## config.mk

```make
export PLATFORM = sky130hd
export DESIGN_NAME = rlu_back
export DESIGN_NICKNAME = d
export VERILOG_FILES = /design/src/rtl/rlu_pkg.sv /design/src/rtl/rlu_back.sv
export SDC_FILE = /design/constraint.sdc
export NUM_CORES = 2
export LEC_CHECK = 0
export BUFFER_PORTS_ARGS = -buffer_cell sky130_fd_sc_hd__buf_2
export CAP_MARGIN = 20
export CORE_MARGIN = 2
export CORE_UTILIZATION = 65
export DETAILED_ROUTE_END_ITERATION = 10
export PLACE_DENSITY = 0.83
export SYNTH_ARGS = -nofsm -noshare
export SYNTH_HDL_FRONTEND = slang
export SYNTH_SLANG_ARGS = --single-unit
```

## constraint.sdc

```tcl
create_clock -name i_clk -period 20.1 [get_ports i_clk]
set_input_delay 0 -clock i_clk [delete_from_list [all_inputs] [get_ports i_clk]]
set_output_delay 0 -clock i_clk [all_outputs]
set_load 0.05 [all_outputs]
```

## src/rtl/rlu_pkg.sv

```systemverilog
package rlu_pkg;

    localparam int PASSES   = 3;
    localparam int QUO_W    = 20;
    localparam int DIV_W    = 38;
    localparam int NORM_W   = 21;

    localparam logic [2:0] CFG_FOCAL_X  = 3'd0;
    localparam logic [2:0] CFG_FOCAL_Y  = 3'd1;
    localparam logic [2:0] CFG_CENTRE_X = 3'd2;
    localparam logic [2:0] CFG_CENTRE_Y = 3'd3;
    localparam logic [2:0] CFG_K1       = 3'd4;
    localparam logic [2:0] CFG_K2       = 3'd5;
    localparam logic [2:0] CFG_OFF_X    = 3'd6;
    localparam logic [2:0] CFG_OFF_Y    = 3'd7;

    localparam logic [QUO_W-1:0] NORM_MAX = {QUO_W{1'b1}};

    typedef logic [DIV_W-1:0] t_dnum;
    typedef logic [QUO_W-1:0] t_quo;

    typedef struct packed {
        logic                     valid;
        logic                     flag;
        logic                     skip;
        logic                     neg_x;
        logic                     neg_y;
        logic signed [NORM_W-1:0] x0;
        logic signed [NORM_W-1:0] y0;
        logic signed [NORM_W-1:0] x;
        logic signed [NORM_W-1:0] y;
    } t_tok;

    typedef struct packed {
        logic               valid;
        logic signed [17:0] cor_x;
        logic signed [17:0] cor_y;
        logic               flag;
    } t_res;

    // zero focal length acts as one
    function automatic logic [19:0] focal_eff(input logic [19:0] f);
        return (f == 20'd0) ? 20'd1 : f;
    endfunction

    // shift right with round half away from zero
    function automatic logic signed [63:0] rnd_shr(input logic signed [63:0] v, input int s);
        logic [63:0] mag;
        logic [63:0] r;
        mag = (v < 0) ? 64'(-v) : 64'(v);
        r   = (mag + (64'd1 << (s - 1))) >> s;
        return (v < 0) ? -$signed(r) : $signed(r);
    endfunction

    // signed normalized value from quotient magnitude, clamped on overflow
    function automatic logic signed [NORM_W-1:0] apply_quo(input t_quo q, input logic ovf,
                                                           input logic neg);
        logic [NORM_W-1:0] m;
        m = {1'b0, (ovf ? NORM_MAX : q)};
        return neg ? -$signed(m) : $signed(m);
    endfunction

endpackage

```

## src/rtl/rlu_back.sv

```systemverilog
module rlu_back (
    input  logic          i_clk,
    input  logic          i_rst_n,
    input  logic          i_en,
    input  logic [19:0]   i_focal_x,
    input  logic [19:0]   i_focal_y,
    input  logic [15:0]   i_centre_x,
    input  logic [15:0]   i_centre_y,
    input  rlu_pkg::t_tok i_tok,
    output rlu_pkg::t_res o_res
);

    logic               r_valid, r_flag;
    logic signed [41:0] r_px, r_py;
    rlu_pkg::t_res      r_res;
    rlu_pkg::t_res      n_res;

    logic signed [63:0] w_rx, w_ry;
    logic signed [23:0] w_sx, w_sy;
    logic               w_fx, w_fy;
    logic signed [17:0] w_cx, w_cy;

    always_comb begin
        w_rx = rlu_pkg::rnd_shr(64'(r_px), 20);
        w_ry = rlu_pkg::rnd_shr(64'(r_py), 20);
        w_sx = w_rx[23:0] + $signed({8'b0, i_centre_x});
        w_sy = w_ry[23:0] + $signed({8'b0, i_centre_y});
        w_fx = (w_sx > 24'sd131071) || (w_sx < -24'sd131072);
        w_fy = (w_sy > 24'sd131071) || (w_sy < -24'sd131072);
        w_cx = (w_sx > 24'sd131071) ? 18'sd131071 :
               (w_sx < -24'sd131072) ? -18'sd131072 : w_sx[17:0];
        w_cy = (w_sy > 24'sd131071) ? 18'sd131071 :
               (w_sy < -24'sd131072) ? -18'sd131072 : w_sy[17:0];
        n_res.valid = r_valid;
        n_res.cor_x = w_cx;
        n_res.cor_y = w_cy;
        n_res.flag  = r_flag | w_fx | w_fy;
    end

    always_ff @(posedge i_clk) begin
        if (!i_rst_n) begin
            r_valid <= 1'b0;
            r_res   <= '0;
        end else if (i_en) begin
            r_valid <= i_tok.valid;
            r_res   <= n_res;
        end
    end

    always_ff @(posedge i_clk) begin
        if (i_en) begin
            r_flag <= i_tok.flag;
            r_px   <= i_tok.x * $signed({1'b0, rlu_pkg::focal_eff(i_focal_x)});
            r_py   <= i_tok.y * $signed({1'b0, rlu_pkg::focal_eff(i_focal_y)});
        end
    end

    assign o_res = r_res;

endmodule

```

* Word level (Yosys, flattened, before mapping)
Cells that the tools add are included.
Storage, ports and cells: bits in writable memories 0, bits in latches 0, output and inout bits 38, bits in registers 124, bits of input ports 164, word-level logic and storage cells 40, memories 0, bits in read-only memories 0
Cells by class: $add $sub $neg 8, div/mod/pow operators 0, shifts and indexed selects 0, reductions and logical operators 4, $lt $le $gt $ge 6, mux-type cells 10, equal/unequal tests 0, multiply operators 2, bitwise logic cells 2
Operator list (number):
- 44-bit by 20-bit adder with 44-bit output, second input constant | 2
- 44-bit 2-to-1 mux | 2
- 42-bit negation with 44-bit output | 2
- 42-bit by 1-bit < comparator with 1-bit output, second input constant | 2
- 21-bit by 21-bit multiplier with 42-bit output | 2
- 18-bit 2-to-1 mux | 4
- 24-bit by 16-bit adder with 24-bit output | 2
- 24-bit by 18-bit greater-than comparator with 1-bit output, second input constant | 2
- 24-bit by 18-bit < comparator with 1-bit output, second input constant | 2
- 24-bit 2-to-1 mux | 2
- 24-bit negation | 2
- 20-bit logical NOT | 2
- 20-bit 2-to-1 mux | 2
- 1-bit logical OR | 2
- 1-bit OR | 2

* Logic depth before layout (Yosys ltp)
depth in word-level cells 10, depth in mapped cells 36

* Worst setup path before layout
Ideal clock, no wire load.
kind register to register, from reg r_py[41], to reg r_res (netlist bit o_res[10]), clock period less this slack 7.671 ns, setup time 0.079 ns, cell stages (with the launch flop) 34, data required time 20.021 ns, arrival time 7.592 ns, slack 12.429 ns, path through edfxtp_1 > clkbuf_1 > clkbuf_1 > clkbuf_1 > buf_1 > buf_1 > clkbuf_1 > o21ai_0 > xnor2_1 > ha_1 > clkbuf_1 > a211oi_1 > or3_1 > a211oi_1 > nand2_1 > nor2_2 > nand2_1 > a222oi_1 > o22ai_1 > xnor2_1 > ha_1 > or2_2 > a21oi_1 > a21oi_1 > nand3_1 > nand2_1 > a221oi_1 > and2_1 > o2111ai_1 > o41a_1 > a221oi_4 > clkbuf_1 > o211ai_1 > o211ai_1
On the way: cells in the longest elaborated chain, start to end 9, elaborated cells on any way between the ends 11
RTL lines:
- start: declaration | line rlu_back.sv:14 | logic signed [41:0] r_px, r_py;
- start signal: assignment | line rlu_back.sv:54 | r_py <= i_tok.y * $signed({1'b0, rlu_pkg::focal_eff(i_focal_y)});
- 42-bit negation with 44-bit output or 42-bit by 1-bit < comparator with 1-bit output (tied branches) | line rlu_pkg.sv:50, rlu_pkg.sv:52
- 44-bit 2-to-1 mux | line rlu_pkg.sv:50 | mag = (v < 0) ? 64'(-v) : 64'(v);
- 44-bit by 20-bit adder with 44-bit output | line rlu_pkg.sv:51 | r = (mag + (64'd1 << (s - 1))) >> s;
- 24-bit negation | line rlu_pkg.sv:52 | return (v < 0) ? -$signed(r) : $signed(r);
- 24-bit 2-to-1 mux * | line rlu_pkg.sv:52
- 24-bit by 16-bit adder with 24-bit output * | line rlu_back.sv:27 | w_sy = w_ry[23:0] + $signed({8'b0, i_centre_y});
- 24-bit by 18-bit < comparator with 1-bit output | line rlu_back.sv:33 | (w_sy < -24'sd131072) ? -18'sd131072 : w_sy[17:0];
- 18-bit 2-to-1 mux | line rlu_back.sv:33
- 18-bit 2-to-1 mux * | line rlu_back.sv:32 | w_cy = (w_sy > 24'sd131071) ? 18'sd131071 :
- end signal: assignment | line rlu_back.sv:46 | r_res <= n_res;
- end: declaration | line rlu_back.sv:15 | rlu_pkg::t_res r_res;
Mark *: on every way between the ends. The rest lies on a longest branch, timed or not. A chain may end at the register's enable or synchronous reset.

* Worst setup path in the final report
from reg r_py[8], to reg r_res (netlist bit o_res[12])
Same word-level chain as after synthesis.

==> impl_metrics.env <==
export IMPL_status="completed"
export IMPL_clk_latency_ps=430
export IMPL_track_usage_pct=30.7
export IMPL_coreArea_um2=64300
export IMPL_yosysSeqAreaShare_pct=7.90
export IMPL_cp_max_fo=17
export IMPL_io_pins=202
export IMPL_synth_compound_area_share_pct=9.10
export IMPL_synth_top_cell_area_share_pct=41.6
export IMPL_drtIter0Drc=2655
export IMPL_required_ps=20430
export IMPL_rsz0062_at_grt="false"
export IMPL_die_x_um=259
export IMPL_drive_gt1_share_pct=6.05
export IMPL_setup_viol=0
export IMPL_num_rows=93
export IMPL_antenna_found_initial=0
export IMPL_place_congestion=0.898
export IMPL_final_max_slew_viol_count=0
export IMPL_ys_async_sr_fraction_pct=0
export IMPL_initial_utilization_pct=65.6
export IMPL_path_clk_slew_ps=50
export IMPL_fmax_mhz=116
export IMPL_path_common_cell="nand2_1"
export IMPL_hold_slack_ps=13.5
export IMPL_die_area_um2=67000
export IMPL_skew_ps=7.38
export IMPL_grt_pass1_wl_um=165000
export IMPL_grt_max_degree=61
export IMPL_hpwl_um=77500
export IMPL_synthMuxAreaShare_pct=0.415
export IMPL_drt_first_pass_iters=6
export IMPL_synthSimpleGateAreaFrac_pct=18.3
export IMPL_min_period_over_period_pct=42.7
export IMPL_slowest_delay_ps=750
export IMPL_synth_most_common_cell="inv_1"
export IMPL_fin_crit_ps=8590
export IMPL_synthTopCellsByArea="fa_1, and2_1, inv_1"
export IMPL_maxUsedRoutingLayer="met4"
export IMPL_crit_type="register to register"
export IMPL_drv_cap=0
export IMPL_syn_nets=5888
export IMPL_drt_wl_total_um=97900
export IMPL_dominantRegCellSynth="edfxtp_1"
export IMPL_ys_seq_elements=124
export IMPL_synth_xor_area_share_pct=4.70
export IMPL_slowest_stage="a221oi_1"
export IMPL_synth_warnings=0
export IMPL_vias=31765
export IMPL_synth_edff_count=85
export IMPL_die_height_um=259
export IMPL_wl_met3_um=8760
export IMPL_grt_pass1_vias=32960
export IMPL_tightestPinTransition_ps=1110
export IMPL_endpoint_kind="register"
export IMPL_relSlewSlack_pct=25.7
export IMPL_clock_root_buffer="clkbuf_16"
export IMPL_synth_cell_types=113
export IMPL_antenna_left=0
export IMPL_startpoint_type="register"
export IMPL_cts_buffer_depth=2
export IMPL_yosysTopAreaCell="fa_1"
export IMPL_port_buffers=156
export IMPL_synthTopCellsByCount="inv_1, fa_1, and2_1"
export IMPL_finalNetCount=5837
export IMPL_seq_area_um2=3330
export IMPL_wl_met1_um=40500
export IMPL_syn_to_final_growth_pct=3.72
export IMPL_wire_per_inst_um=18.1
export IMPL_synthAdderAreaFrac_pct=49.4
export IMPL_synthCells=4583
export IMPL_wl_met2_um=46000
export IMPL_synth_area_um2=42200
export IMPL_drc=0
export IMPL_cts_sinks=124
export IMPL_htreeDepth=4
export IMPL_hold_path_class="input pin to register"
export IMPL_syn_area_per_cell_um2=9.21
export IMPL_viasPerCell=5.88
export IMPL_crit_arrival_ps=8920
export IMPL_fillers=4851
export IMPL_fin_setup_tns_ps=0
export IMPL_finalHoldViolCount=0
export IMPL_cts_buffers=17
export IMPL_post_cts_buffers=0
export IMPL_multi_input_comb_area_um2=34600
export IMPL_cts_tree="done"
export IMPL_synth_top_family_by_area="adder cells"
export IMPL_overflow=0
## flip-flops by register name (all words and copies together) (netlist names)
name / flops
r_px: 42
r_flag: 1
o_res: 38
r_valid: 1
r_py: 42
## metal layers
| metal | vias up | GRT usage (%) |
|---|---|---|
| met3 | 234 | 4.94 |
| met2 | 1399 | 49.3 |
| met4 | 0 | 9.75 |
| met1 | 15923 | 43.0 |
| li1 | 14209 | - |
| met5 | - | 0 |
## worst paths after layout
path / cells after the start / slack, ps / endpoint / start
setup / recovery: 30 / 11510 / o_res[12]$_SDFFE_PN0P_ / r_py[8]$_DFFE_PP_
hold / removal: 3 / 10 / o_res[19]$_SDFFE_PN0P_ / i_centre_x[0]
setup reg to reg: 30 / 11510 / o_res[12]$_SDFFE_PN0P_ / r_py[8]$_DFFE_PP_
hold reg to reg: 2 / 450 / o_res[1]$_SDFFE_PN0P_ / o_res[1]$_SDFFE_PN0P_
## final cells by class
type,count,area share [%]
Tap cell,855,2.44
Inverter,896,7.69
Clock inverter,10,0.226
Antenna cell,1,0.00572
Sequential cell,124,7.62
Multi-Input combinational cell,3326,79.0
Clock buffer,22,1.02
Timing Repair Buffer,167,2.00
## cells in the final DEF, fill, tap and decap left out, drive strengths merged, types with 8 or more instances in the layout
cell      n
o21bai   19
ha      265
a31oi    23
nand3    50
nor4     30
or3      19
nand4    33
o21ai    79
o41ai    16
nand2   403
and2    587
xnor2   161
nor2    106
a21oi   130
clkbuf   22
and3     24
mux2i    13
dfxtp    39
edfxtp   85
fa      876
inv     896
a211oi   21
o31ai    20
buf     163
nand2b   18
nor3     65
nor2b    25
o21a     16
and4     12
o221a    17
or2      20
a21o     38
o31a      8
xor2     61
o211ai   43
## kinds of logic after synthesis
group | count (synthesis)
AO/OA/AOI/OAI | 527
XOR/XNOR | 222
adder cells (fa/ha/maj) | 1141
buffers and inverters | 1133
flip-flops | 124
multiplexers | 17
AND/OR/NAND/NOR | 1419
## worst max-delay path, delay by kind of cell (launching register included)
| kind | cells | cell delay (ps) |
|---|---|---|
| AOI/OAI and AO/OA | 14 | 3990 |
| DFF | 1 | 390 |
| xor gates and xnor gates | 2 | 470 |
| and+or+nand+nor | 12 | 2860 |
| adders and majority gates | 2 | 780 |
## per-stage QoR
step / cell area [um2] / worst slack [ps] / instances / util (%)
finish: 43800 / 11510 / 5401 / 68.0
global route: 43800 / 10740 / 5400 / 68.0
floorplan: 42200 / 12430 / 4583 / -
detailed placement: 43200 / 11650 / 5364 / 67.1
CTS: 43800 / 11590 / 5400 / 68.0
global placement: 43200 / 11750 / 5364 / 67.1
## what timing repair did
action	in CTS	in global routing
resized for setup	0	0
hold buffers	4	0
endpoints found under the hold margin	19	0
Power is not shown: default switching activity piles up to over one toggle a cycle in this logic, so the estimate is an artifact.
